File: config.mk
export PLATFORM = sky130hd
export DESIGN_NAME = linked_list_manager
export DESIGN_NICKNAME = d
export VERILOG_FILES = /design/src/rtl/llm_pkg.sv /design/src/rtl/linked_list_manager.sv /design/src/rtl/llm_ram.sv /design/src/rtl/llm_alloc.sv
export SDC_FILE = /design/constraint.sdc
export NUM_CORES = 2
export LEC_CHECK = 0
export BUFFER_PORTS_ARGS = -buffer_cell sky130_fd_sc_hd__buf_4
export CORE_MARGIN = 3
export CORE_UTILIZATION = 57
export DETAILED_ROUTE_END_ITERATION = 7
export PLACE_DENSITY_LB_ADDON = 0.12
export SLEW_MARGIN = 25
export SYNTH_ARGS = -nofsm -noshare
export SYNTH_HDL_FRONTEND = slang
export SYNTH_SLANG_ARGS = --single-unit
File: constraint.sdc
create_clock -name clk_i -period 4.4 [get_ports clk_i]
set_clock_uncertainty 0.15 [all_clocks]
set_input_delay 0.88 -clock clk_i [delete_from_list [all_inputs] [get_ports clk_i]]
set_output_delay 0.88 -clock clk_i [all_outputs]
set_load 0.01 [all_outputs]
File: src/rtl/llm_pkg.sv
`default_nettype none

package llm_pkg;

  localparam int unsigned CAPACITY_DEF = 32;
  localparam int unsigned LIST_LIMIT   = 32;

  typedef enum logic [3:0] {
    CMD_INS_FRONT  = 4'd0,
    CMD_INS_BACK   = 4'd1,
    CMD_INS_BEFORE = 4'd2,
    CMD_INS_AFTER  = 4'd3,
    CMD_INS_AT     = 4'd4,
    CMD_DEL_FRONT  = 4'd5,
    CMD_DEL_BACK   = 4'd6,
    CMD_DEL_KEY    = 4'd7,
    CMD_DEL_AT     = 4'd8,
    CMD_LIST       = 4'd9
  } cmd_e;

  typedef enum logic [2:0] {
    ST_OK     = 3'd0,
    ST_EMPTY  = 3'd1,
    ST_NOKEY  = 3'd2,
    ST_BADPOS = 3'd3,
    ST_FULL   = 3'd4
  } status_e;

  typedef struct packed {
    logic [3:0]   cmd;
    logic signed [31:0] key;
    logic signed [31:0] value;
    logic [5:0]   position;
  } in_word_t;

  typedef struct packed {
    logic [2:0]   status;
    logic signed [31:0] item_value;
    logic [5:0]   count;
    logic         last;
  } out_word_t;

endpackage

`default_nettype wire

File: src/rtl/linked_list_manager.sv
// Linked list over a slot store held in two single-port-read RAMs (value, link).
// Searches and positional operations walk one link per cycle; list reads each item
// from the RAMs, then emits it as one word once the output register is free.
// Throughput: one command at a time; the next is taken once the last word is queued.
// Reset: list empty, all slots free; RAM contents are not cleared.
`default_nettype none

module linked_list_manager
  import llm_pkg::*;
#(
  parameter int unsigned CAPACITY = CAPACITY_DEF
) (
  input  wire logic      clk_i,
  input  wire logic      rst_ni,
  input  wire logic      in_valid_i,
  output logic           in_ready_o,
  input  wire in_word_t  in_word_i,
  output logic           out_valid_o,
  input  wire logic      out_ready_i,
  output out_word_t      out_word_o
);

  localparam int unsigned IW = $clog2(CAPACITY);
  localparam int unsigned SW = $clog2(CAPACITY + 1);
  localparam int unsigned CW = $clog2(CAPACITY + 2);
  localparam int unsigned PCW = CW + 6;
  localparam logic [SW-1:0] NONE_SLOT = SW'(CAPACITY);

  typedef struct packed {
    logic          full;
    logic [IW-1:0] slot;
  } alloc_t;

  typedef enum logic [3:0] {
    S_IDLE, S_EXEC, S_SEEK, S_INS, S_INS2, S_DELH, S_DEL,
    S_TAIL, S_FIND, S_FIN, S_LRD, S_LDAT
  } state_e;

  state_e        state_q, state_d;
  cmd_e          cmd_q, cmd_d;
  logic [31:0]   key_q, key_d, val_q, val_d;
  logic [CW-1:0] p_q, p_d, ctr_q, ctr_d, cnt_q, cnt_d;
  logic [SW-1:0] cur_q, cur_d, prev_q, prev_d, head_q, head_d, tail_q, tail_d;
  logic          del_q, del_d, tmatch_q, tmatch_d;
  status_e       st_q, st_d;
  logic [CAPACITY-1:0] used_q, used_d;
  out_word_t     out_q, out_d;
  logic          out_valid_q, out_valid_d;

  alloc_t        alloc;
  logic          rd_en;
  logic [IW-1:0] rd_addr;
  logic          val_we, lnk_we;
  logic [IW-1:0] val_waddr, lnk_waddr;
  logic [31:0]   val_wdata, val_rd;
  logic [SW-1:0] lnk_wdata, lnk_rd;
  logic          can_emit, accept, list_last;
  logic [PCW-1:0] pos_w, cnt_w;

  llm_alloc #(.CAPACITY(CAPACITY)) u_alloc (
    .used_i(used_q),
    .full_o(alloc.full),
    .slot_o(alloc.slot)
  );

  llm_ram #(.WIDTH(32), .DEPTH(CAPACITY)) u_val_ram (
    .clk_i  (clk_i),
    .we_i   (val_we),
    .waddr_i(val_waddr),
    .wdata_i(val_wdata),
    .re_i   (rd_en),
    .raddr_i(rd_addr),
    .rdata_o(val_rd)
  );

  llm_ram #(.WIDTH(SW), .DEPTH(CAPACITY)) u_lnk_ram (
    .clk_i  (clk_i),
    .we_i   (lnk_we),
    .waddr_i(lnk_waddr),
    .wdata_i(lnk_wdata),
    .re_i   (rd_en),
    .raddr_i(rd_addr),
    .rdata_o(lnk_rd)
  );

  assign in_ready_o  = (state_q == S_IDLE);
  assign accept      = in_valid_i && in_ready_o;
  assign can_emit    = !out_valid_q || out_ready_i;
  assign out_valid_o = out_valid_q;
  assign out_word_o  = out_q;
  assign pos_w       = PCW'(in_word_i.position);
  assign cnt_w       = PCW'(cnt_q);
  assign list_last   = (int'(ctr_q) + 1 == int'(cnt_q)) || (int'(ctr_q) + 1 == LIST_LIMIT);

  always_comb begin
    state_d     = state_q;
    cmd_d       = cmd_q;
    key_d       = key_q;
    val_d       = val_q;
    p_d         = p_q;
    ctr_d       = ctr_q;
    cnt_d       = cnt_q;
    cur_d       = cur_q;
    prev_d      = prev_q;
    head_d      = head_q;
    tail_d      = tail_q;
    del_d       = del_q;
    tmatch_d    = tmatch_q;
    st_d        = st_q;
    used_d      = used_q;
    out_d       = out_q;
    out_valid_d = out_valid_q && !out_ready_i;
    rd_en       = 1'b0;
    rd_addr     = head_q[IW-1:0];
    val_we      = 1'b0;
    lnk_we      = 1'b0;
    val_waddr   = alloc.slot;
    lnk_waddr   = alloc.slot;
    val_wdata   = val_q;
    lnk_wdata   = head_q;

    case (state_q)
      S_IDLE: begin
        if (accept) begin
          cmd_d = cmd_e'(in_word_i.cmd);
          key_d = in_word_i.key;
          val_d = in_word_i.value;
          cur_d = head_q;
          ctr_d = CW'(1);
          del_d = 1'b0;
          st_d  = ST_OK;
          case (cmd_e'(in_word_i.cmd))
            CMD_INS_FRONT: begin
              p_d = CW'(1);
              state_d = S_EXEC;
            end
            CMD_INS_BACK: begin
              p_d = CW'(cnt_q + 1'b1);
              state_d = S_EXEC;
            end
            CMD_INS_BEFORE: begin
              if (cnt_q == '0) begin
                st_d = ST_EMPTY;
                state_d = S_FIN;
              end else begin
                rd_en = 1'b1;
                state_d = S_FIND;
              end
            end
            CMD_INS_AFTER, CMD_DEL_KEY: begin
              if (cnt_q == '0) begin
                st_d = ST_EMPTY;
                state_d = S_FIN;
              end else begin
                rd_en = 1'b1;
                rd_addr = tail_q[IW-1:0];
                state_d = S_TAIL;
              end
            end
            CMD_INS_AT: begin
              if (pos_w == '0 || pos_w > cnt_w + 1'b1) begin
                st_d = ST_BADPOS;
                state_d = S_FIN;
              end else begin
                p_d = CW'(in_word_i.position);
                state_d = S_EXEC;
              end
            end
            CMD_DEL_FRONT, CMD_DEL_BACK: begin
              del_d = 1'b1;
              p_d = (cmd_e'(in_word_i.cmd) == CMD_DEL_FRONT) ? CW'(1) : cnt_q;
              if (cnt_q == '0) begin
                st_d = ST_EMPTY;
                state_d = S_FIN;
              end else begin
                state_d = S_EXEC;
              end
            end
            CMD_DEL_AT: begin
              del_d = 1'b1;
              p_d = CW'(in_word_i.position);
              if (cnt_q == '0) begin
                st_d = ST_EMPTY;
                state_d = S_FIN;
              end else if (pos_w == '0 || pos_w > cnt_w) begin
                st_d = ST_BADPOS;
                state_d = S_FIN;
              end else begin
                state_d = S_EXEC;
              end
            end
            CMD_LIST: begin
              ctr_d = '0;
              if (cnt_q == '0) begin
                st_d = ST_EMPTY;
                state_d = S_FIN;
              end else begin
                state_d = S_LRD;
              end
            end
            default: begin
              state_d = S_IDLE;
            end
          endcase
        end
      end

      S_EXEC: begin
        cur_d = head_q;
        ctr_d = CW'(p_q - 1'b1);
        if (!del_q && alloc.full) begin
          st_d = ST_FULL;
          state_d = S_FIN;
        end else if (!del_q && p_q == CW'(1)) begin
          val_we = 1'b1;
          lnk_we = 1'b1;
          head_d = SW'(alloc.slot);
          if (cnt_q == '0) begin
            tail_d = SW'(alloc.slot);
          end
          used_d[alloc.slot] = 1'b1;
          cnt_d = CW'(cnt_q + 1'b1);
          state_d = S_FIN;
        end else begin
          rd_en = 1'b1;
          state_d = (del_q && p_q == CW'(1)) ? S_DELH : S_SEEK;
        end
      end

      // prev and cur walk one link per cycle
      S_SEEK: begin
        prev_d = cur_q;
        cur_d  = lnk_rd;
        ctr_d  = CW'(ctr_q - 1'b1);
        rd_addr = lnk_rd[IW-1:0];
        if (ctr_q == CW'(1)) begin
          rd_en = del_q;
          state_d = del_q ? S_DEL : S_INS;
        end else begin
          rd_en = 1'b1;
        end
      end

      S_INS: begin
        val_we = 1'b1;
        lnk_we = 1'b1;
        lnk_wdata = cur_q;
        state_d = S_INS2;
      end

      S_INS2: begin
        lnk_we = 1'b1;
        lnk_waddr = prev_q[IW-1:0];
        lnk_wdata = SW'(alloc.slot);
        if (prev_q == tail_q) begin
          tail_d = SW'(alloc.slot);
        end
        used_d[alloc.slot] = 1'b1;
        cnt_d = CW'(cnt_q + 1'b1);
        state_d = S_FIN;
      end

      S_DELH: begin
        used_d[head_q[IW-1:0]] = 1'b0;
        cnt_d = CW'(cnt_q - 1'b1);
        if (cnt_q == CW'(1)) begin
          head_d = NONE_SLOT;
          tail_d = NONE_SLOT;
        end else begin
          head_d = lnk_rd;
        end
        state_d = S_FIN;
      end

      S_DEL: begin
        lnk_we = 1'b1;
        lnk_waddr = prev_q[IW-1:0];
        lnk_wdata = lnk_rd;
        if (cur_q == tail_q) begin
          tail_d = prev_q;
        end
        used_d[cur_q[IW-1:0]] = 1'b0;
        cnt_d = CW'(cnt_q - 1'b1);
        state_d = S_FIN;
      end

      S_TAIL: begin
        tmatch_d = (val_rd == key_q);
        cur_d = head_q;
        ctr_d = CW'(1);
        if (cmd_q == CMD_INS_AFTER && val_rd == key_q) begin
          p_d = CW'(cnt_q + 1'b1);
          state_d = S_EXEC;
        end else begin
          rd_en = 1'b1;
          state_d = S_FIND;
        end
      end

      S_FIND: begin
        if (val_rd == key_q) begin
          state_d = S_EXEC;
          case (cmd_q)
            CMD_INS_BEFORE: p_d = ctr_q;
            CMD_INS_AFTER:  p_d = CW'(ctr_q + 1'b1);
            default: begin
              del_d = 1'b1;
              if (ctr_q == CW'(1)) begin
                p_d = CW'(1);
              end else if (tmatch_q) begin
                p_d = cnt_q;
              end else begin
                p_d = ctr_q;
              end
            end
          endcase
        end else if (ctr_q == cnt_q) begin
          st_d = ST_NOKEY;
          state_d = S_FIN;
        end else begin
          cur_d = lnk_rd;
          ctr_d = CW'(ctr_q + 1'b1);
          rd_en = 1'b1;
          rd_addr = lnk_rd[IW-1:0];
        end
      end

      S_FIN: begin
        if (can_emit) begin
          out_d.status     = st_q;
          out_d.item_value = '0;
          out_d.count      = 6'(cnt_q);
          out_d.last       = 1'b1;
          out_valid_d      = 1'b1;
          state_d          = S_IDLE;
        end
      end

      S_LRD: begin
        rd_en = 1'b1;
        rd_addr = cur_q[IW-1:0];
        state_d = S_LDAT;
      end

      S_LDAT: begin
        if (can_emit) begin
          out_d.status     = ST_OK;
          out_d.item_value = val_rd;
          out_d.count      = 6'(cnt_q);
          out_d.last       = list_last;
          out_valid_d      = 1'b1;
          cur_d            = lnk_rd;
          ctr_d            = CW'(ctr_q + 1'b1);
          state_d          = list_last ? S_IDLE : S_LRD;
        end
      end

      default: begin
        state_d = S_IDLE;
      end
    endcase
  end

  always_ff @(posedge clk_i or negedge rst_ni) begin
    if (!rst_ni) begin
      state_q     <= S_IDLE;
      cnt_q       <= '0;
      head_q      <= NONE_SLOT;
      tail_q      <= NONE_SLOT;
      used_q      <= '0;
      out_valid_q <= 1'b0;
    end else begin
      state_q     <= state_d;
      cnt_q       <= cnt_d;
      head_q      <= head_d;
      tail_q      <= tail_d;
      used_q      <= used_d;
      out_valid_q <= out_valid_d;
    end
  end

  always_ff @(posedge clk_i) begin
    cmd_q    <= cmd_d;
    key_q    <= key_d;
    val_q    <= val_d;
    p_q      <= p_d;
    ctr_q    <= ctr_d;
    cur_q    <= cur_d;
    prev_q   <= prev_d;
    del_q    <= del_d;
    tmatch_q <= tmatch_d;
    st_q     <= st_d;
    out_q    <= out_d;
  end

  a_cnt_range: assert property (@(posedge clk_i) disable iff (!rst_ni)
    int'(cnt_q) <= CAPACITY) else $error("count above capacity");

  a_used_cnt: assert property (@(posedge clk_i) disable iff (!rst_ni)
    $countones(used_q) == int'(cnt_q)) else $error("slot map and count disagree");

  a_empty_ends: assert property (@(posedge clk_i) disable iff (!rst_ni)
    (cnt_q == '0) |-> (head_q == NONE_SLOT && tail_q == NONE_SLOT))
    else $error("empty list keeps head or tail");

  a_nonempty_ends: assert property (@(posedge clk_i) disable iff (!rst_ni)
    (cnt_q != '0) |-> (head_q != NONE_SLOT && tail_q != NONE_SLOT))
    else $error("nonempty list lost head or tail");

endmodule

`default_nettype wire

File: src/rtl/llm_ram.sv
`default_nettype none

module llm_ram #(
  parameter int unsigned WIDTH = 32,
  parameter int unsigned DEPTH = 32
) (
  input  wire logic                     clk_i,
  input  wire logic                     we_i,
  input  wire logic [$clog2(DEPTH)-1:0] waddr_i,
  input  wire logic [WIDTH-1:0]         wdata_i,
  input  wire logic                     re_i,
  input  wire logic [$clog2(DEPTH)-1:0] raddr_i,
  output logic      [WIDTH-1:0]         rdata_o
);

  logic [WIDTH-1:0] mem_q [DEPTH];
  logic [WIDTH-1:0] rdata_q;

  always_ff @(posedge clk_i) begin
    if (we_i) begin
      mem_q[waddr_i] <= wdata_i;
    end
    if (re_i) begin
      rdata_q <= mem_q[raddr_i];
    end
  end

  assign rdata_o = rdata_q;

endmodule

`default_nettype wire

File: src/rtl/llm_alloc.sv
`default_nettype none

module llm_alloc #(
  parameter int unsigned CAPACITY = 32
) (
  input  wire logic [CAPACITY-1:0]         used_i,
  output logic                             full_o,
  output logic [$clog2(CAPACITY)-1:0]      slot_o
);

  localparam int unsigned IW = $clog2(CAPACITY);

  // lowest free slot
  always_comb begin
    slot_o = '0;
    for (int i = CAPACITY - 1; i >= 0; i--) begin
      if (!used_i[i]) begin
        slot_o = IW'(i);
      end
    end
  end

  assign full_o = &used_i;

endmodule

`default_nettype wire

==> impl_results.rst <==
.. list-table::
   :header-rows: 1

   * - Metric
     - Value
   * - Outcome
     - finished clean
   * - Power density relative to cell area
     - 832 nW/um2
   * - TritonCTS clock tree
     - yes
   * - Critical path fanouts, max
     - 17
   * - Type of origin of the critical path
     - flop
   * - Utilization after layout
     - 0.684
   * - Clock root cell
     - sky130_fd_sc_hd__clkbuf_16
   * - Drt pass-1 iters
     - 8
   * - Reg clk slew, reported paths
     - 60 ps
   * - Number of storage elements in the synthesis netlist
     - 1448
   * - Combinational share of power
     - 0.478
   * - Share of Yosys cell area claimed by the top area cell type
     - 0.682
   * - Mapped Cells
     - 4650
   * - Initial Utilization
     - 0.578
   * - Maximum clock frequency
     - 234 MHz
   * - Clock network fraction of design power
     - 0.213
   * - Total congestion overflow
     - 0
   * - Final count of negative-setup-slack endpoints
     - 0
   * - Cells along the critical path
     - inv_1 -> ha_1 -> or4b_4 -> o211ai_4 -> nor3b_1 -> a311oi_1 -> buf_4 -> a31oi_4 -> nand2_4 -> buf_12 -> buf_4 -> mux2_2 -> o211ai_1 -> o311ai_0 -> and4_1
   * - Worst-Margin Slew
     - 1070 ps
   * - Via Count
     - 42.8k
   * - Vertical extent of the die
     - 334 um
   * - Post-route antenna net violation count
     - 0
   * - Part of the cycle the worst path needs
     - 0.972
   * - Share of flip-flops with an asynchronous set or reset after synthesis
     - 0.0380
   * - Area growth from synthesis to final layout
     - 18.2%
   * - Worst Path Arrival
     - 4630 ps
   * - Total of warnings raised by yosys
     - 0
   * - Clock Latency Late Sink
     - 770 ps
   * - Post-Synthesis Mean Instance Area
     - 13.2 um2
   * - Classification of the worst setup path
     - reg -> reg
   * - Final number of hold-violating endpoints
     - 0
   * - NetSw
     - 23.8 mW
   * - Global-route wire length before repair
     - 272000 um
   * - Placeable core region
     - 106000 um2
   * - Path category of the worst min-delay check
     - in -> async
   * - Setup crit end kind
     - flop
   * - Most Frequent Cell on Critical Path
     - sky130_fd_sc_hd__buf_4
   * - Crit-path max cell delay
     - 530 ps
   * - Hold-fix buffers, CTS
     - 0
   * - CP Buf/Inv Count
     - 4
   * - Sum of net half-perimeters after detailed placement
     - 114000 um
   * - Number of pins exceeding their max-slew limit in the final report
     - 0
   * - GPL Wtd Cong
     - 0.928
   * - Period minus WS final
     - 4280 ps
   * - Commonest cells after routing, fill and taps aside
     - 1393 x sky130_fd_sc_hd__edfxtp_1, 882 x sky130_fd_sc_hd__nand2_1, 410 x sky130_fd_sc_hd__buf_4
   * - Final wirelength
     - 186000 um
   * - Ratio of cells with drive above 1 in the final layout
     - 0.185
   * - DRC marker count from the first detailed-route iteration
     - 5818
   * - Routed WL per cell
     - 28.7 um
   * - Number of flops mapped to enable cells by yosys
     - 1393
   * - Maximum number of pins on one net before global-route repair
     - 61
   * - Commonest register cell after synthesis
     - sky130_fd_sc_hd__edfxtp_1
   * - Category of cells accounting for the largest share of critical-path delay
     - compound AO/OA/AOI/OAI gates
   * - Number of antenna violations at the first check in global routing
     - 1
   * - GRT Overall Usage
     - 0.332
   * - CTS buffer count
     - 147
   * - TNS Setup
     - 0 ps
   * - CTS H-Tree Depth
     - 4
   * - Normalized max-slew margin
     - 0.288
   * - Overall die area
     - 112000 um2
   * - Filler cell count in the final layout
     - 7266
   * - Fraction of power spent switching nets
     - 0.394
   * - Req. time, crit path
     - 4750 ps
   * - Lkg Pwr
     - 25.1 nW
   * - Die outline width
     - 334 um
   * - Via count of the first global-routing pass
     - 41.1k
   * - Synth area leader
     - sky130_fd_sc_hd__edfxtp_1
   * - Maximum Capacitance Violations
     - 0
   * - Vias per std cell
     - 6.58
   * - Number of different library cells in the post-synthesis netlist
     - 74
   * - Slowest cell on the critical path
     - sky130_fd_sc_hd__or4b_4
   * - Reg power frac
     - 0.308
   * - Final net count
     - 5087
   * - Most common cell after layout, fill and taps aside
     - sky130_fd_sc_hd__edfxtp_1
   * - Top cells by area in the synthesized netlist
     - sky130_fd_sc_hd__edfxtp_1 68%, sky130_fd_sc_hd__nand2_1 5.4%, sky130_fd_sc_hd__o211ai_1 2.9%, sky130_fd_sc_hd__and3_1 2.4%, sky130_fd_sc_hd__mux2_2 2.2%
   * - IO Pins
     - 122
   * - Register area share after synthesis
     - 0.705
   * - Highest ir drop seen on vdd
     - 0.725 mV
   * - Netlist Area Pre-Place
     - 61300 um2
   * - Clock sink count
     - 1448
   * - Int Power
     - 36.5 mW
   * - Net count after synthesis
     - 4748
   * - Largest buffer count on any clock path
     - 3
   * - Rows
     - 119
   * - # DRC
     - 0
   * - Total of buffers placed on input and output ports
     - 121
registers in the layout, summed over array words and instances, names as in the netlist:
name / cells
u_val_ram.mem_q: 1024
u_lnk_ram.mem_q: 192
out_word_o: 42
key_q: 32
u_val_ram.rdata_o: 32
used_q: 32
val_q: 32
cnt_q: 6
ctr_q: 6
cur_q: 6
head_q: 6
p_q: 6
prev_q: 6
tail_q: 6
u_lnk_ram.rdata_o: 6
cmd_q: 4
state_q: 4
st_q: 3
del_q: 1
out_valid_o: 1
tmatch_q: 1
area by class of cell:
type,count,area (um2),area share
sequential,1448,43200,0.596
multi-input combinational,2823,17000,0.235
timing repair buffer,534,5460,0.0753
clock buffer,184,3920,0.0541
tap,1391,1740,0.0240
clock inverter,85,1010,0.0139
inverter,35,131,0.00181
antenna,3,7.51,0.000104
metrics by stage:
stage | std cells | power, mW | instance area (um2) | setup WS, ps | hold WS (ps)
after floorplan | 4650 | 33.9 | 61300 | 258 | 270
after global placement | 6209 | 46.6 | 67200 | 206 | 342
after detailed placement | 6215 | 47.0 | 67300 | 152 | 351
after CTS | 6484 | 59.9 | 72200 | 94.9 | 22.8
after global routing | 6500 | 62.9 | 72500 | -1.24 | 74.2
final | 6503 | 60.3 | 72500 | 121 | 37.7
final timing paths:
kind,from,depth (start not counted),endpoint,slack [ps]
max,cnt_q[1],15,u_val_ram.rdata_o[27],120
min,rst_ni,1,used_q[26],40
max reg2reg,cnt_q[1],15,u_val_ram.rdata_o[27],120
min reg2reg,head_q[5],2,head_q[5],360
max in group asynchronous,rst_ni,1,cnt_q[0],3580
min in group clk_i,in_word_i[26],1,val_q[20],140
per-layer routing:
metal  global-route usage  share of wire  vias up
li1                     -              -    18500
met1                0.448           0.38    21200
met2                0.532           0.48     2630
met3               0.0639           0.10      459
met4                0.144          0.045        0
met5                    0              0        -
power by group through the flow:
stage                     Clock (mW)  Sequential, mW  Combinational, mW
after CTS                       13.0            18.7               28.2
after floorplan                    0            18.3               15.6
after detailed placement           0            19.0               28.0
final                           12.9            18.6               28.8
after global routing            13.5            18.6               30.7
after global placement             0            19.0               27.6
synthesized netlist by cell type (29+ instances only):
cell type                  count
sky130_fd_sc_hd__edfxtp_1   1393
sky130_fd_sc_hd__dfrtp_1      53
sky130_fd_sc_hd__o311ai_1     51
sky130_fd_sc_hd__nand3_1     137
sky130_fd_sc_hd__nand4_1     175
sky130_fd_sc_hd__inv_1        33
sky130_fd_sc_hd__a41o_1       38
sky130_fd_sc_hd__and3_1      239
sky130_fd_sc_hd__mux2_2      122
sky130_fd_sc_hd__nor3_1       29
sky130_fd_sc_hd__buf_2        63
sky130_fd_sc_hd__o211ai_1    234
sky130_fd_sc_hd__o311ai_0     67
sky130_fd_sc_hd__and4_1       39
sky130_fd_sc_hd__a21oi_1      86
sky130_fd_sc_hd__nand2_1     884
sky130_fd_sc_hd__and2_1       40
sky130_fd_sc_hd__a22oi_1      30
sky130_fd_sc_hd__xnor2_1      55
sky130_fd_sc_hd__o21ai_0     173
sky130_fd_sc_hd__nor2_1      180
sky130_fd_sc_hd__clkbuf_1    245
kinds of logic after synthesis:
logic type | count (synthesis) | share of synthesized area
and+or+nand+nor | 1797 | 0.139
AOI/OAI and AO/OA | 806 | 0.0929
muxes | 128 | 0.0234
xor gates and xnor gates | 71 | 0.0101
DFF | 1448 | 0.705
adders and majority gates | 21 | 0.00424
buffers and inverters | 379 | 0.0256
what timing repair did:
item                       in CTS  in global routing
buffers inserted                0                  2
resized for setup               0                  3
setup endpoints to repair       0                 20
No activity file was read; power rests on OpenSTA's default activity.
